--- config.mk ---
export PLATFORM = sky130hd
export DESIGN_NAME = range_scan_run_clustering
export DESIGN_NICKNAME = d
export VERILOG_FILES = /design/src/rtl/rsrc_pkg.sv /design/src/rtl/range_scan_run_clustering.sv /design/src/rtl/rsrc_div.sv
export VERILOG_INCLUDE_DIRS = /design/src /design/src/rtl
export SDC_FILE = /design/constraint.sdc
export NUM_CORES = 1
export LEC_CHECK = 0
export ABC_AREA = 1
export BUFFER_PORTS_ARGS = -buffer_cell sky130_fd_sc_hd__buf_2
export CORE_MARGIN = 4
export CORE_UTILIZATION = 64
export DETAILED_ROUTE_END_ITERATION = 8
export PLACE_DENSITY = 0.86
export SKIP_LAST_GASP = 1
export SYNTH_ARGS = -nofsm -noshare
export SYNTH_HDL_FRONTEND = slang
export SYNTH_SLANG_ARGS = --single-unit
--- constraint.sdc ---
create_clock -name clock -period 9.8 [get_ports clock]
set_input_delay 0.49 -clock clock [delete_from_list [all_inputs] [get_ports clock]]
set_output_delay 0.49 -clock clock [all_outputs]
set_load 0.01 [all_outputs]
--- src/rtl/range_scan_run_clustering_macros.svh ---
// Assertion macros used by the range scan run clustering RTL.
`ifndef RANGE_SCAN_RUN_CLUSTERING_MACROS_SVH
`define RANGE_SCAN_RUN_CLUSTERING_MACROS_SVH
`ifndef SYNTH
// Same-cycle implication, disabled while reset is high.
`define RSRC_ASSERT_IMP(lbl, clk, rst, ante, cons) \
   lbl: assert property (@(posedge clk) disable iff (rst) (ante) |-> (cons)) \
      else $error("assertion failed");
// Next-cycle implication, disabled while reset is high.
`define RSRC_ASSERT_NEXT(lbl, clk, rst, ante, cons) \
   lbl: assert property (@(posedge clk) disable iff (rst) (ante) |=> (cons)) \
      else $error("assertion failed");
`else
`define RSRC_ASSERT_IMP(lbl, clk, rst, ante, cons)
`define RSRC_ASSERT_NEXT(lbl, clk, rst, ante, cons)
`endif
`endif

--- src/rtl/rsrc_pkg.sv ---
// Package with the sizes, register codes and helpers of the range scan run clustering block.
package rsrc_pkg;

   localparam int SCAN_POINTS   = 512;
   localparam int CLUSTER_LIMIT = 32;

   localparam int IDX_W  = $clog2(SCAN_POINTS);
   localparam int CNT_W  = $clog2(SCAN_POINTS + 1);
   localparam int SUM_W  = $clog2(SCAN_POINTS * (SCAN_POINTS - 1) + 1);
   localparam int NUM_W  = SUM_W + 6;
   localparam int STEP_W = $clog2(NUM_W + 1);

   localparam int RNG_W      = 16;
   localparam int MINPTS_W   = 10;
   localparam int MAXCL_W    = 6;
   localparam int ANG_W      = 15;
   localparam int PCNT_W     = 10;
   localparam int CLNUM_W    = 5;
   localparam int TOT_W      = 6;
   localparam int LIM_W      = 7;
   localparam int CMP_W      = (CNT_W > MINPTS_W) ? CNT_W : MINPTS_W;
   localparam int ANGX_W     = (NUM_W > ANG_W) ? NUM_W : ANG_W;
   localparam int PCNTX_W    = (CNT_W > PCNT_W) ? CNT_W : PCNT_W;
   localparam int CSR_IDX_W  = 2;
   localparam int CSR_DATA_W = 16;

   localparam logic [CSR_IDX_W-1:0] CSR_MIN_RANGE   = 2'd0;
   localparam logic [CSR_IDX_W-1:0] CSR_MAX_RANGE   = 2'd1;
   localparam logic [CSR_IDX_W-1:0] CSR_MIN_POINTS  = 2'd2;
   localparam logic [CSR_IDX_W-1:0] CSR_CLUSTER_CAP = 2'd3;

   localparam logic [RNG_W-1:0]    MIN_RANGE_RST   = 16'd150;
   localparam logic [RNG_W-1:0]    MAX_RANGE_RST   = 16'd3000;
   localparam logic [MINPTS_W-1:0] MIN_POINTS_RST  = 10'd3;
   localparam logic [MAXCL_W-1:0]  CLUSTER_CAP_RST = 6'd32;

   localparam logic [0:0] KIND_CLUSTER = 1'b0;
   localparam logic [0:0] KIND_SUMMARY = 1'b1;

   typedef logic [NUM_W-1:0] num_type;
   typedef logic [CNT_W-1:0] cnt_type;

   // Clamp the centroid quotient to the width of the angle field.
   function automatic logic [ANG_W-1:0] sat_angle(input num_type q);
      logic [ANGX_W-1:0] qx;
      qx = ANGX_W'(q);
      if (qx > ANGX_W'((2 ** ANG_W) - 1)) begin
         return '1;
      end
      return qx[ANG_W-1:0];
   endfunction

   // Clamp a run length to the width of the point count field.
   function automatic logic [PCNT_W-1:0] sat_count(input cnt_type c);
      logic [PCNTX_W-1:0] cx;
      cx = PCNTX_W'(c);
      if (cx > PCNTX_W'((2 ** PCNT_W) - 1)) begin
         return '1;
      end
      return cx[PCNT_W-1:0];
   endfunction

endpackage

--- src/rtl/range_scan_run_clustering.sv ---
// Top level of the range scan run clustering block: run tracking, sequencer and result register.
// Range samples arrive one beat at a time; runs of in-window samples are tracked and a run that
// qualifies is reported as a cluster whose angle is 36 * index sum / point count centidegrees,
// and the last sample of a scan is followed by a summary beat with the cluster total. A sample
// that reports nothing leaves the block idle, and the next beat is accepted straight after. A
// sample that reports a cluster runs the shared serial divider over NUM_W quotient bits (24 at the
// default 512 points per scan), one quotient bit per cycle, then delivers the cluster beat and,
// at a scan end, the summary beat. Each result beat is held in an output register until taken,
// and no new sample is accepted until all results of the current one have been delivered.
`include "range_scan_run_clustering_macros.svh"
module range_scan_run_clustering (
   input  logic                                clock,
   input  logic                                reset,
   input  logic                                req_valid,
   output logic                                req_stall,
   input  logic [rsrc_pkg::RNG_W-1:0]          req_range_mm,
   input  logic                                req_scan_end,
   output logic                                rsp_valid,
   input  logic                                rsp_stall,
   output logic                                rsp_kind,
   output logic [rsrc_pkg::ANG_W-1:0]          rsp_angle_centideg,
   output logic [rsrc_pkg::RNG_W-1:0]          rsp_nearest_mm,
   output logic [rsrc_pkg::PCNT_W-1:0]         rsp_point_count,
   output logic [rsrc_pkg::CLNUM_W-1:0]        rsp_cluster_number,
   output logic [rsrc_pkg::TOT_W-1:0]          rsp_cluster_total,
   output logic                                rsp_last_of_item,
   input  logic                                csr_we,
   input  logic [rsrc_pkg::CSR_IDX_W-1:0]      csr_index,
   input  logic [rsrc_pkg::CSR_DATA_W-1:0]     csr_wdata
);
   import rsrc_pkg::*;

   localparam logic [1:0] ST_IDLE = 2'd0;
   localparam logic [1:0] ST_DIV  = 2'd1;
   localparam logic [1:0] ST_CL   = 2'd2;
   localparam logic [1:0] ST_SUM  = 2'd3;

   logic [1:0]          state_ff, state_in;
   logic [RNG_W-1:0]    min_range_ff, min_range_in;
   logic [RNG_W-1:0]    max_range_ff, max_range_in;
   logic [MINPTS_W-1:0] min_points_ff, min_points_in;
   logic [MAXCL_W-1:0]  cluster_cap_ff, cluster_cap_in;

   logic                in_run_ff, in_run_in;
   logic [IDX_W-1:0]    sample_index_ff, sample_index_in;
   logic [SUM_W-1:0]    index_sum_ff, index_sum_in;
   cnt_type             run_points_ff, run_points_in;
   logic [RNG_W-1:0]    run_nearest_ff, run_nearest_in;
   logic [TOT_W-1:0]    clusters_found_ff, clusters_found_in;

   logic                pend_sum_ff, pend_sum_in;
   logic [TOT_W-1:0]    total_ff, total_in;
   logic [RNG_W-1:0]    pend_nearest_ff, pend_nearest_in;
   cnt_type             pend_count_ff, pend_count_in;
   logic [CLNUM_W-1:0]  pend_number_ff, pend_number_in;

   logic                rsp_kind_ff, rsp_kind_in;
   logic [ANG_W-1:0]    rsp_angle_ff, rsp_angle_in;
   logic [RNG_W-1:0]    rsp_nearest_ff, rsp_nearest_in;
   logic [PCNT_W-1:0]   rsp_count_ff, rsp_count_in;
   logic [CLNUM_W-1:0]  rsp_number_ff, rsp_number_in;
   logic [TOT_W-1:0]    rsp_total_ff, rsp_total_in;
   logic                rsp_last_ff, rsp_last_in;

   logic             accept;
   logic             sample_ok;
   logic             close_run;
   logic             qualify;
   logic [SUM_W-1:0] idx_ext;
   logic             run_new;
   logic [SUM_W-1:0] sum_new;
   cnt_type          pts_new;
   logic [RNG_W-1:0] near_new;
   logic [LIM_W-1:0] limit;
   logic [TOT_W-1:0] found_inc;
   num_type          dividend;
   logic             div_start;
   logic             div_done;
   num_type          div_quot;

   assign req_stall = (state_ff != ST_IDLE);
   assign rsp_valid = (state_ff == ST_CL) || (state_ff == ST_SUM);
   assign accept    = req_valid && !req_stall;

   assign sample_ok = (req_range_mm > min_range_ff) && (req_range_mm <= max_range_ff);
   assign idx_ext   = SUM_W'(sample_index_ff);
   assign close_run = !sample_ok || req_scan_end;

   // Run state as it stands once this sample has been folded in.
   always_comb begin
      run_new  = in_run_ff;
      sum_new  = index_sum_ff;
      pts_new  = run_points_ff;
      near_new = run_nearest_ff;
      if (sample_ok) begin
         if (!in_run_ff) begin
            run_new  = 1'b1;
            sum_new  = idx_ext;
            pts_new  = CNT_W'(1);
            near_new = req_range_mm;
         end else begin
            if (req_range_mm < run_nearest_ff) begin
               near_new = req_range_mm;
            end
            // Beyond a full scan of points only the nearest range keeps moving.
            if (run_points_ff < CNT_W'(SCAN_POINTS)) begin
               sum_new = index_sum_ff + idx_ext;
               pts_new = run_points_ff + CNT_W'(1);
            end
         end
      end
   end

   assign limit = (LIM_W'(cluster_cap_ff) < LIM_W'(CLUSTER_LIMIT)) ?
                  LIM_W'(cluster_cap_ff) : LIM_W'(CLUSTER_LIMIT);

   assign qualify = close_run && run_new && (pts_new != '0) &&
                    (CMP_W'(pts_new) >= CMP_W'(min_points_ff)) &&
                    (LIM_W'(clusters_found_ff) < limit);

   assign found_inc = clusters_found_ff + TOT_W'(qualify);
   assign dividend  = (NUM_W'(sum_new) << 5) + (NUM_W'(sum_new) << 2);
   assign div_start = accept && qualify;

   rsrc_div u_div (
      .clock    (clock),
      .reset    (reset),
      .start    (div_start),
      .dividend (dividend),
      .divisor  (pts_new),
      .done     (div_done),
      .quotient (div_quot)
   );

   always_comb begin
      state_in          = state_ff;
      min_range_in      = min_range_ff;
      max_range_in      = max_range_ff;
      min_points_in     = min_points_ff;
      cluster_cap_in    = cluster_cap_ff;
      in_run_in         = in_run_ff;
      sample_index_in   = sample_index_ff;
      index_sum_in      = index_sum_ff;
      run_points_in     = run_points_ff;
      run_nearest_in    = run_nearest_ff;
      clusters_found_in = clusters_found_ff;
      pend_sum_in       = pend_sum_ff;
      total_in          = total_ff;
      pend_nearest_in   = pend_nearest_ff;
      pend_count_in     = pend_count_ff;
      pend_number_in    = pend_number_ff;
      rsp_kind_in       = rsp_kind_ff;
      rsp_angle_in      = rsp_angle_ff;
      rsp_nearest_in    = rsp_nearest_ff;
      rsp_count_in      = rsp_count_ff;
      rsp_number_in     = rsp_number_ff;
      rsp_total_in      = rsp_total_ff;
      rsp_last_in       = rsp_last_ff;

      if (csr_we) begin
         unique case (csr_index)
            CSR_MIN_RANGE:   min_range_in   = csr_wdata[RNG_W-1:0];
            CSR_MAX_RANGE:   max_range_in   = csr_wdata[RNG_W-1:0];
            CSR_MIN_POINTS:  min_points_in  = csr_wdata[MINPTS_W-1:0];
            CSR_CLUSTER_CAP: cluster_cap_in = csr_wdata[MAXCL_W-1:0];
         endcase
      end

      unique case (state_ff)
         ST_IDLE: begin
            if (accept) begin
               if (req_scan_end) begin
                  sample_index_in = '0;
               end else if (sample_index_ff < IDX_W'(SCAN_POINTS - 1)) begin
                  sample_index_in = sample_index_ff + IDX_W'(1);
               end
               if (close_run) begin
                  in_run_in      = 1'b0;
                  index_sum_in   = '0;
                  run_points_in  = '0;
                  run_nearest_in = '0;
               end else begin
                  in_run_in      = run_new;
                  index_sum_in   = sum_new;
                  run_points_in  = pts_new;
                  run_nearest_in = near_new;
               end
               pend_sum_in       = req_scan_end;
               total_in          = found_inc;
               clusters_found_in = req_scan_end ? '0 : found_inc;
               if (qualify) begin
                  pend_nearest_in = near_new;
                  pend_count_in   = pts_new;
                  pend_number_in  = clusters_found_ff[CLNUM_W-1:0];
                  state_in        = ST_DIV;
               end else if (req_scan_end) begin
                  rsp_kind_in    = KIND_SUMMARY;
                  rsp_angle_in   = '0;
                  rsp_nearest_in = '0;
                  rsp_count_in   = '0;
                  rsp_number_in  = '0;
                  rsp_total_in   = found_inc;
                  rsp_last_in    = 1'b1;
                  state_in       = ST_SUM;
               end
            end
         end
         ST_DIV: begin
            if (div_done) begin
               rsp_kind_in    = KIND_CLUSTER;
               rsp_angle_in   = sat_angle(div_quot);
               rsp_nearest_in = pend_nearest_ff;
               rsp_count_in   = sat_count(pend_count_ff);
               rsp_number_in  = pend_number_ff;
               rsp_total_in   = '0;
               rsp_last_in    = !pend_sum_ff;
               state_in       = ST_CL;
            end
         end
         ST_CL: begin
            if (!rsp_stall) begin
               if (pend_sum_ff) begin
                  rsp_kind_in    = KIND_SUMMARY;
                  rsp_angle_in   = '0;
                  rsp_nearest_in = '0;
                  rsp_count_in   = '0;
                  rsp_number_in  = '0;
                  rsp_total_in   = total_ff;
                  rsp_last_in    = 1'b1;
                  state_in       = ST_SUM;
               end else begin
                  state_in = ST_IDLE;
               end
            end
         end
         ST_SUM: begin
            if (!rsp_stall) begin
               state_in = ST_IDLE;
            end
         end
      endcase
   end

   always_ff @(posedge clock) begin
      if (reset) begin
         state_ff          <= ST_IDLE;
         min_range_ff      <= MIN_RANGE_RST;
         max_range_ff      <= MAX_RANGE_RST;
         min_points_ff     <= MIN_POINTS_RST;
         cluster_cap_ff    <= CLUSTER_CAP_RST;
         in_run_ff         <= 1'b0;
         sample_index_ff   <= '0;
         index_sum_ff      <= '0;
         run_points_ff     <= '0;
         run_nearest_ff    <= '0;
         clusters_found_ff <= '0;
         pend_sum_ff       <= 1'b0;
      end else begin
         state_ff          <= state_in;
         min_range_ff      <= min_range_in;
         max_range_ff      <= max_range_in;
         min_points_ff     <= min_points_in;
         cluster_cap_ff    <= cluster_cap_in;
         in_run_ff         <= in_run_in;
         sample_index_ff   <= sample_index_in;
         index_sum_ff      <= index_sum_in;
         run_points_ff     <= run_points_in;
         run_nearest_ff    <= run_nearest_in;
         clusters_found_ff <= clusters_found_in;
         pend_sum_ff       <= pend_sum_in;
      end
      total_ff        <= total_in;
      pend_nearest_ff <= pend_nearest_in;
      pend_count_ff   <= pend_count_in;
      pend_number_ff  <= pend_number_in;
      rsp_kind_ff     <= rsp_kind_in;
      rsp_angle_ff    <= rsp_angle_in;
      rsp_nearest_ff  <= rsp_nearest_in;
      rsp_count_ff    <= rsp_count_in;
      rsp_number_ff   <= rsp_number_in;
      rsp_total_ff    <= rsp_total_in;
      rsp_last_ff     <= rsp_last_in;
   end

   assign rsp_kind           = rsp_kind_ff;
   assign rsp_angle_centideg = rsp_angle_ff;
   assign rsp_nearest_mm     = rsp_nearest_ff;
   assign rsp_point_count    = rsp_count_ff;
   assign rsp_cluster_number = rsp_number_ff;
   assign rsp_cluster_total  = rsp_total_ff;
   assign rsp_last_of_item   = rsp_last_ff;

   `RSRC_ASSERT_IMP(a_no_accept_with_result, clock, reset, rsp_valid, req_stall)
   `RSRC_ASSERT_IMP(a_div_done_in_div, clock, reset, div_done, state_ff == ST_DIV)
   `RSRC_ASSERT_NEXT(a_cluster_starts_div, clock, reset, div_start, state_ff == ST_DIV)
   `RSRC_ASSERT_IMP(a_summary_is_last, clock, reset, state_ff == ST_SUM, rsp_kind_ff && rsp_last_ff)
   `RSRC_ASSERT_IMP(a_idle_run_empty, clock, reset, !in_run_ff, run_points_ff == '0)

endmodule

--- src/rtl/rsrc_div.sv ---
// Restoring serial divider that produces one quotient bit per cycle.
module rsrc_div (
   input  logic             clock,
   input  logic             reset,
   input  logic             start,
   input  rsrc_pkg::num_type dividend,
   input  rsrc_pkg::cnt_type divisor,
   output logic             done,
   output rsrc_pkg::num_type quotient
);
   import rsrc_pkg::*;

   logic              busy_ff, busy_in;
   logic              done_ff, done_in;
   logic [STEP_W-1:0] step_ff, step_in;
   num_type           quo_ff, quo_in;
   cnt_type           rem_ff, rem_in;
   cnt_type           den_ff, den_in;

   logic [CNT_W:0] rem_sh;
   logic [CNT_W:0] rem_diff;
   logic           take;

   assign rem_sh   = {rem_ff, quo_ff[NUM_W-1]};
   assign rem_diff = rem_sh - {1'b0, den_ff};
   assign take     = rem_sh >= {1'b0, den_ff};

   always_comb begin
      busy_in = busy_ff;
      done_in = 1'b0;
      step_in = step_ff;
      quo_in  = quo_ff;
      rem_in  = rem_ff;
      den_in  = den_ff;
      if (start) begin
         busy_in = 1'b1;
         step_in = STEP_W'(NUM_W);
         quo_in  = dividend;
         rem_in  = '0;
         den_in  = divisor;
      end else if (busy_ff) begin
         // The remainder stays below the divisor, so its top bit is always free.
         rem_in  = take ? rem_diff[CNT_W-1:0] : rem_sh[CNT_W-1:0];
         quo_in  = {quo_ff[NUM_W-2:0], take};
         step_in = step_ff - STEP_W'(1);
         if (step_ff == STEP_W'(1)) begin
            busy_in = 1'b0;
            done_in = 1'b1;
         end
      end
   end

   always_ff @(posedge clock) begin
      if (reset) begin
         busy_ff <= 1'b0;
         done_ff <= 1'b0;
         step_ff <= '0;
      end else begin
         busy_ff <= busy_in;
         done_ff <= done_in;
         step_ff <= step_in;
      end
      quo_ff <= quo_in;
      rem_ff <= rem_in;
      den_ff <= den_in;
   end

   assign done     = done_ff;
   assign quotient = quo_ff;

endmodule

# Word level (Yosys, flattened, before mapping)
# Cells that the tools add are included.
# classes
add_sub_neg	7
n_reduce_logical	30
eq_ne	15
shifts	0
bitwise	1
div	0
muxes	89
n_lt_le_gt_ge	11
mul	0
# op_table
op	count
$mux 16	10
$mux 10	13
$mux 15	8
$mux 18	4
$mux 24	2
$mux 6	8
$pmux 16 s3	1
$pmux 15 s3	1
$mux 5	8
$pmux 10 s3	1
$add 23x20->24	1
$gt 24x15->1 const B	1
$mux 1	19
$add 18x9->18	1
$mux 9	2
$pmux 6 s3	1
$gt 16x16->1	1
$le 16x16->1	1
$lt 16x16->1	1
$pmux 5 s3	1
$mux 2	7
$ne 2x2->1 const B	6
$ge 11x10->1	1
$add 10x1->10 const B	1
other kinds (31)	53
# word_totals
latch_bits	0
out_inout_bits	56
romBits	0
register_bits	253
n_memories	0
ramBits	0

# Longest topological paths before layout
# Gate-level depths: netlist of run 1.
# depth
ltp_word	13
depth_mapped	39
depth_no_buf	39

# By module
# Synthesis of run 1 repeated with hierarchy kept, for this count alone.
# hier_totals
cells_unflattened	1755
area_unflattened_um2	14133.6
# modules_own_cells
mod	n_inst	area_each_um2	cells_per_inst	seq_area_each_um2
range_scan_run_clustering	1	11399.7	1423	4954.8
rsrc_div	1	2733.9	332	1361.3

# Worst setup path after synthesis of run 1
# No wires, ideal clock.
# synth_timing
path_kind	input to register
start	input req_range_mm[15] (netlist name)
end	register pend_count_ff[0], enable pin
path_slack_ns	5.259
cell_stages	21
arrival_ns	4.122
path_cell_list	ha_1 nand2_2 nor4_4 nand3_1 nand2_4 nand2_8 nand2_1 nand2_1 ha_1 o21ai_0 a21boi_0 o21ai_0 nand2_1 nand2_1 nand2_1 nand2_1 a21oi_1 nor2_1 nor2_1 nand2_4 nor2_1
# synth_between
elab_chain_len	9
word_cells_on_any_way	14
cone_classes	order compare (3); mux (2); reduce/logical (9)
# synth_rtl
element	line_no	source
start: declaration	range_scan_run_clustering.sv:16	input logic [rsrc_pkg::RNG_W-1:0] req_range_mm,
$gt 16x16->1 or $le 16x16->1 (tied branches)	range_scan_run_clustering.sv:85	assign sample_ok = (req_range_mm > min_range_ff) && (req_range_mm <= max_range_ff);
$logic_and 1x1->1 *	range_scan_run_clustering.sv:85	
parallel branches: the longest is 4 deep, another holds $ge 10x10->1	-	
$logic_and 1x1->1 *	range_scan_run_clustering.sv:117	assign qualify = close_run && run_new && (pts_new != '0) &&
$logic_and 1x1->1 *	range_scan_run_clustering.sv:118	(CMP_W'(pts_new) >= CMP_W'(min_points_ff)) &&
$reduce_and 3->1 (no source line) *	-	
end signal: assignment	range_scan_run_clustering.sv:274	pend_count_ff <= pend_count_in;
end: declaration	range_scan_run_clustering.sv:54	cnt_type pend_count_ff, pend_count_in;
# Every way passes the cells marked *.
# A chain may end at the register's enable or synchronous reset.

# Final worst setup path of run 1
# layout_timing
start	register run_points_ff[9]
end	register u_div.quo_ff[3], in the netlist u_div.quotient[3], enable pin
# layout_between
elab_chain_len	10
word_cells_on_any_way	12
cone_classes	add/sub (1); order compare (2); mux (3); reduce/logical (6)
# layout_rtl
element	line_no	source
start: declaration	range_scan_run_clustering.sv:47	cnt_type run_points_ff, run_points_in;
start signal: assignment	range_scan_run_clustering.sv:267	run_points_ff <= run_points_in;
$lt 10x10->1 *	range_scan_run_clustering.sv:106	if (run_points_ff < CNT_W'(SCAN_POINTS)) begin
$mux 10 *	range_scan_run_clustering.sv:106	
$mux 10 *	range_scan_run_clustering.sv:96	if (!in_run_ff) begin
$mux 10 *	range_scan_run_clustering.sv:95	if (sample_ok) begin
net pts_new[2]	range_scan_run_clustering.sv:72	cnt_type pts_new;
parallel branches: the longest is 2 deep, another holds $ge 10x10->1	-	
$logic_and 1x1->1 *	range_scan_run_clustering.sv:117	
$logic_and 1x1->1 *	range_scan_run_clustering.sv:118	
$logic_and 1x1->1 *	range_scan_run_clustering.sv:123	assign div_start = accept && qualify;
$reduce_bool 2->1 (no source line) *	-	
end signal: assignment	rsrc_div.sv:63	quo_ff <= quo_in;
end: declaration	rsrc_div.sv:16	num_type quo_ff, quo_in;
# Mark *: on every way through the listed nets, which the timed path passes.

==> results.sh, run 1 <==
export IMPL_syn_area_um2=14000
export IMPL_hold_buffers=0
export IMPL_synth_ff_type="dfxtp_1"
export IMPL_htree_levels=1
export IMPL_antenna_found_initial=3
export IMPL_worstPathArrival_ns=5.02
export IMPL_peakVddDrop_uv=169
export IMPL_hpwl_um=24900
export IMPL_cts_path_max_buffers=3
export IMPL_ioPinCount=96
export IMPL_min_period_ns=4.85
export IMPL_grtUsageTotal_pct=28.2
export IMPL_cts_repair_resize_count=0
export IMPL_cp_required_ns=9.96
export IMPL_routedWlPerCell_um=16.8
export IMPL_area_growth_pct=10.7
export IMPL_tns_ns=0
export IMPL_grt_overflow=0
export IMPL_start_util_pct=66.0
export IMPL_total_leakage_power_uw=0.00701
export IMPL_slew_viol_final=0
export IMPL_postLayoutCoreUtil_pct=73.1
export IMPL_syn_nets=1857
export IMPL_portBuffers=95
export IMPL_cap_violations=0
export IMPL_clock_sinks=253
export IMPL_rsz0062_at_grt="false"
export IMPL_cts_root_buf="clkbuf_16"
export IMPL_gp_congestion=0.930
export IMPL_die_y_um=156
export IMPL_cts_reportedPaths_clkPinSlew_ns=0.06
export IMPL_max_slew_margin_pct=23.9
export IMPL_grt_max_degree=59
export IMPL_seq_area_frac_synth_pct=45.0
export IMPL_critical_path_startpoint_type="flip-flop"
export IMPL_num_vias=11900
export IMPL_cts_inserted_buffers=27
export IMPL_n_antenna_cell=0
export IMPL_cp_end_kind="flip-flop"
export IMPL_hold_path_class="input port to flip-flop"
export IMPL_post_route_period_util_pct=49.5
export IMPL_hold_violations=0
export IMPL_critPathKind="flip-flop to flip-flop"
export IMPL_grt_pass1_vias=11400
export IMPL_drcViolationCount=0
export IMPL_power_density_nw_per_um2=219
export IMPL_dr_pass1_iters=8
export IMPL_yosysWarnings=0
export IMPL_core_area_um2=21300
export IMPL_synthCells=1708
export IMPL_post_cts_repair_setup_buffers=0
export IMPL_grt_pass1_wl_um=56300
export IMPL_drt_iter0_markers=1073
export IMPL_wl_um=34900
export IMPL_ys_types=57
export IMPL_setup_viol=0
export IMPL_n_fill_cell=1563
export IMPL_fp_dieW_um=156
export IMPL_fmax_mhz=206
export IMPL_die_area_um2=24400
export IMPL_syn_area_per_cell_um2=8.22
export IMPL_path_max_fanout=53
export IMPL_ant_nets=0
export IMPL_tightest_slew_ns=1.14
export IMPL_cts_tree="yes"
export IMPL_nets=1933
export IMPL_clk_latency_ns=0.55
export IMPL_skew_ns=0.0104
export IMPL_synth_edf_count=125
export IMPL_final_layout_size_suffix_gt1_share_pct=12.3
export IMPL_row_count=53
export IMPL_ys_seq_elements=253
export IMPL_status="completed"
export IMPL_synthArstFlopShare_pct=0
export IMPL_vias_per_cell=5.74
[per-stage QoR]
stage                     area (µm²)  setup slack, ns  std cells  hold slack (ns)  power (µW)
after global routing           15600             4.53       2077            0.206        3580
after CTS                      15600             5.00       2077            0.163        3410
after detailed placement       14600             4.84       2030            0.459        2370
after floorplan                14000             5.26       1708            0.432        2060
final                          15600             4.95       2077            0.177        3410
after global placement         14600             5.04       2030            0.451        2320
[cells by family after synthesis]
logic type               after synthesis  share of synthesized area, %
XOR/XNOR                              37                          2.31
flip-flops                           253                          45.0
AND/OR/NAND/NOR                      613                          18.6
adder cells (fa/ha/maj)              109                          9.87
AO/OA/AOI/OAI                        373                          15.0
buffers and inverters                323                          9.19
[placed cells by master, fill, tap and decap left out, drive strengths merged, types with 7 or more instances in the layout]
cell type,instances
inv,265
nand3,58
a211oi,8
nand2,414
dfxtp,128
xnor2,14
o21ai,161
o211ai,19
nor4,7
clkinv,10
xor2,23
nor3,15
edfxtp,125
nor2,92
clkbuf,33
a21oi,161
ha,106
buf,103
nand4,11
[cell usage after synthesis (all sizes together), types with 2 or more instances]
cell    number  share of area [%]
a22oi        4               0.21
nand3       58                2.1
and3         3               0.13
nand3b       4               0.21
xnor2       14               0.87
o21ai      161                6.4
a21oi      161                5.9
clkinv       3              0.080
fa           3               0.43
nor4         7               0.42
a31oi        4               0.18
xor2        23                1.4
buf         15               0.93
or2          6               0.27
nor2        92                2.7
nand4       11               0.49
nor3        15               0.57
o21a         3               0.16
clkbuf      41                1.1
o221ai       2               0.12
a211oi       8               0.43
nand2      414                 12
dfxtp      128                 18
inv        264                7.1
o211ai      19                1.0
a21o         4               0.21
ha         106                9.4
edfxtp     125                 27
nor3b        2               0.11
[where the power goes]
group | internal (µW) | switching (µW) | leakage, µW
sequential | 1360 | 67.0 | 0.00222
clock | 626 | 416 | 0.000441
combinational | 280 | 655 | 0.00435
total | 2270 | 1140 | 0.00701
[sequential cells by signal, indices dropped and copies added, names as in the netlist, 2 cells and up]
signal	flops
state_ff	2
min_points_ff	10
u_div.rem_ff	10
cluster_cap_ff	6
rsp_cluster_total	6
index_sum_ff	18
total_ff	6
rsp_cluster_number	5
rsp_nearest_mm	16
rsp_angle_centideg	15
u_div.step_ff	5
min_range_ff	16
sample_index_ff	9
max_range_ff	16
pend_count_ff	10
pend_nearest_ff	16
clusters_found_ff	6
run_nearest_ff	16
u_div.quotient	24
run_points_ff	10
rsp_point_count	10
pend_number_ff	5
u_div.den_ff	10
[final cells by class]
| type | instances | area [µm²] | share of cell area [%] |
|---|---|---|---|
| Clock buffer | 33 | 718 | 4.62 |
| Timing Repair Buffer | 103 | 536 | 3.44 |
| Inverter | 267 | 1010 | 6.48 |
| Tap cell | 275 | 344 | 2.21 |
| Clock inverter | 14 | 188 | 1.21 |
| Multi-Input combinational cell | 1132 | 6440 | 41.4 |
| Sequential cell | 253 | 6320 | 40.6 |
[metal layers]
layer / global-route usage (%) / share of wire, %
met5: 0 / 0.060
met4: 9.63 / 3.4
met3: 4.80 / 9.1
met2: 46.1 / 46
met1: 38.4 / 42
[worst max-delay path, stage by stage, from the launching register on]
cell and delay (ns):
dfxtp_1 0.85, inv_1 0.52, a21oi_1 0.25, nor2_1 0.09, nand3b_1 0.16, nand2_1 0.12
inv_1 0.11, ha_1 0.29, a21boi_0 0.15, o21ai_0 0.09, nand2_1 0.06, nand2_1 0.05
nand2_1 0.06, nand2_1 0.04, a21oi_1 0.11, nor2_1 0.05, nor2_1 0.16, nand2_4 0.12
inv_4 0.11, nand2_8 0.22, nand2_1 0.82
[path summary, 6_finish.rpt]
check,start,endpoint,slack [ns],depth (start not counted)
setup / recovery,run_points_ff[9],u_div.quotient[3],4.95,20
hold / removal,csr_wdata[11],max_range_ff[11],0.18,3
setup reg to reg,run_points_ff[9],u_div.quotient[3],4.95,20
hold reg to reg,min_points_ff[7],min_points_ff[7],0.46,2
Note: power is estimated with default switching activity, not from simulation.
==> inputs of run 2 (changes only) <==
ABC_AREA = 0   (was 1)
CORE_UTILIZATION = 61   (was 64)
PLACE_DENSITY = 0.82   (was 0.86)
clock period = 4.65 ns   (was 9.8 ns; I/O delays follow)
==> results.sh, run 2 <==
export IMPL_ant_nets=0
export IMPL_wl_um=47400
export IMPL_critical_path_startpoint_type="flip-flop"
export IMPL_max_slew_margin_pct=12.6
export IMPL_dr_pass1_iters=6
export IMPL_rsz0062_at_grt="true"
export IMPL_final_layout_size_suffix_gt1_share_pct=29.1
export IMPL_critPathKind="flip-flop to flip-flop"
export IMPL_syn_area_per_cell_um2=9.67
export IMPL_gp_congestion=0.901
export IMPL_nets=1812
export IMPL_grt_pass1_wl_um=65700
export IMPL_peakVddDrop_uv=370
export IMPL_ys_types=71
export IMPL_synth_area_leader_cell="edfxtp_1"
export IMPL_clock_sinks=253
export IMPL_cap_violations=0
export IMPL_power_share_switching_pct=30.6
export IMPL_tightest_slew_ns=1.31
export IMPL_cp_top_family="compound AO/OA/AOI/OAI gates"
export IMPL_drcViolationCount=0
export IMPL_die_y_um=157
export IMPL_path_max_fanout=6
export IMPL_seq_power_share_pct=40.1
export IMPL_core_area_um2=21800
export IMPL_drt_iter0_markers=1939
export IMPL_portBuffers=95
export IMPL_crit_slowest_cell="or4_4"
export IMPL_crit_start="max_range_ff[10]"
export IMPL_min_from="req_range_mm[2]"
export IMPL_status="finished, violations left"
export IMPL_hpwl_um=24100
export IMPL_power_density_nw_per_um2=383
export IMPL_antenna_found_initial=2
export IMPL_switchingPower_uw=2090
export IMPL_path_buf_inv=4
export IMPL_grtUsageTotal_pct=33.4
export IMPL_worstPathArrival_ns=5.71
export IMPL_layout_common_cells="nor2_1 (144), buf_4 (143), nand2_1 (137)"
export IMPL_grt_max_degree=51
export IMPL_row_count=54
export IMPL_met1_usage_pct=43.4
export IMPL_fp_dieW_um=157
export IMPL_cts_tree="yes"
export IMPL_hold_path_class="input port to flip-flop"
export IMPL_p_int_uw=4740
export IMPL_post_route_period_util_pct=115
export IMPL_total_leakage_power_uw=0.00734
export IMPL_use_met2_pct=56.2
export IMPL_clkPwrFrac_pct=34.0
export IMPL_skew_ns=0.0216
export IMPL_min_period_ns=5.36
export IMPL_synth_commonest_cells="nor2_1 (153), nand2_1 (140), dfxtp_1 (128)"
export IMPL_hold_violations=0
export IMPL_syn_nets=1545
export IMPL_htree_levels=1
export IMPL_routedWlPerCell_um=24.1
export IMPL_yosysWarnings=0
export IMPL_synth_top_cell_area_share_pct=27.8
export IMPL_power_frac_comb_pct=25.8
export IMPL_cp_end_kind="flip-flop"
export IMPL_ioPinCount=96
export IMPL_netlist_top_cells_area="edfxtp_1 (28%), dfxtp_1 (19%), ha_1 (9.8%)"
export IMPL_area_growth_pct=32.4
export IMPL_grt_pass1_vias=12200
export IMPL_fin_ws_ns=-0.710
export IMPL_cts_path_max_buffers=3
export IMPL_synth_ff_type="dfxtp_1"
export IMPL_syn_area_um2=13500
export IMPL_final_common_cell="nor2_1"
export IMPL_top_usage_layer="met2"
export IMPL_cp_required_ns=5.00
export IMPL_die_area_um2=24600
export IMPL_violations="setup timing"
export IMPL_synth_edf_count=125
export IMPL_post_place_ws_ns=-0.369
export IMPL_crit_chain="inv_2 > ha_4 > nand4_1 > or4_4 > or3_4 > a211o_4 > a21oi_4 > buf_12 > buf_4 > a2bb2oi_4 > ha_4 > o21ai_1 > nor2_2 > nor4_2 > o31ai_2 > o41ai_2 > o21a_1 > o21a_1 > buf_4 > o21ai_1 > a31oi_1"
export IMPL_seq_area_frac_synth_pct=46.8
export IMPL_synthArstFlopShare_pct=0
export IMPL_grt_overflow=0
export IMPL_power_uw=6830
export IMPL_largest_reg_flops=24
export IMPL_clk_latency_ns=0.55
export IMPL_vias_per_cell=6.66
export IMPL_start_util_pct=61.8
export IMPL_cts_inserted_buffers=27
export IMPL_ys_seq_elements=253
export IMPL_cts_reportedPaths_clkPinSlew_ns=0.07
export IMPL_num_vias=13100
export IMPL_synthCells=1396
export IMPL_r2r_start="max_range_ff[10]"
export IMPL_met3_usage_pct=4.73
export IMPL_setup_viol=177
export IMPL_slew_viol_final=0
export IMPL_fmax_mhz=187
export IMPL_synth_most_common_cell="nor2_1"
export IMPL_cp_slowest_stage_delay_ns=0.58
export IMPL_cts_root_buf="clkbuf_16"
run 2: cell count changes after synthesis, moves of 25 or more:
cell and change:
mux2_2 +25, nand2_1 -265, inv_1 -148, nor2_1 +67, and2_1 +33, nand3_1 -35
a21oi_1 -38, o21ai_0 -83, o21ai_2 -25
run 2: per-layer routing:
layer	wire (µm)	share of wire (%)
met3	5840	12
met1	16500	35
met4	3160	6.7
met2	21900	46
met5	7	0.015
run 2: power by group through the flow:
| stage | Clock (µW) | Combinational [µW] | Sequential (µW) |
|---|---|---|---|
| finish | 2330 | 1760 | 2740 |
| global route | 2410 | 1840 | 2750 |
| CTS | 2280 | 1600 | 2720 |
| detailed placement | 0 | 1270 | 2770 |
| global placement | 0 | 1230 | 2760 |
| floorplan | 0 | 662 | 2840 |
run 2: layout make-up:
class,count,area (µm²)
Antenna cell,1,2.50
Clock buffer,34,722
Clock inverter,16,208
Fill cell,1024,3960
Inverter,100,392
Multi-Input combinational cell,982,7400
Sequential cell,253,6330
Tap cell,280,350
Timing Repair Buffer,296,2410
Timing Repair inverter,3,52.6
run 2: kinds of logic (layout without fill, tap and decap cells):
family	count (synthesis)	in the layout	synth area share, %
AOI/OAI and AO/OA	317	317	15.5
xor gates and xnor gates	45	45	2.92
adders and majority gates	109	109	10.3
buffers and inverters	161	449	4.58
DFF	253	253	46.8
muxes	48	48	3.88
other	0	1	0
and+or+nand+nor	463	463	16.1
run 2: final timing paths:
path	end	slack, ns	depth (start not counted)
hold / removal	run_nearest_ff[2]	0.03	2
setup / recovery	u_div.quotient[22]	-0.71	21
setup reg to reg	u_div.quotient[22]	-0.71	21
hold reg to reg	min_points_ff[5]	0.45	2
run 2: timing repair:
item,CTS,global route
setup buffers,24,27
pin swaps,18,43
gates resized for setup,86,107
cloned,9,3
endpoints found under the setup margin,174,180
endpoints found under the hold margin,43,1
hold buffers,17,1
run 2: per-stage QoR:
step	TNS, ns	instances	util, %	area, µm²	hold WS [ns]
2_1_floorplan	-13.63	1396	-	13700	0.350
3_3_place_gp	-19.74	1845	70.1	15300	0.442
3_5_place_dp	-32.22	1845	70.1	15300	0.446
4_1_cts	-25.19	1944	79.2	17300	0.00326
5_1_grt	-83.15	1965	81.9	17900	0.0424
6_report	-68.19	1965	81.9	17900	0.0273
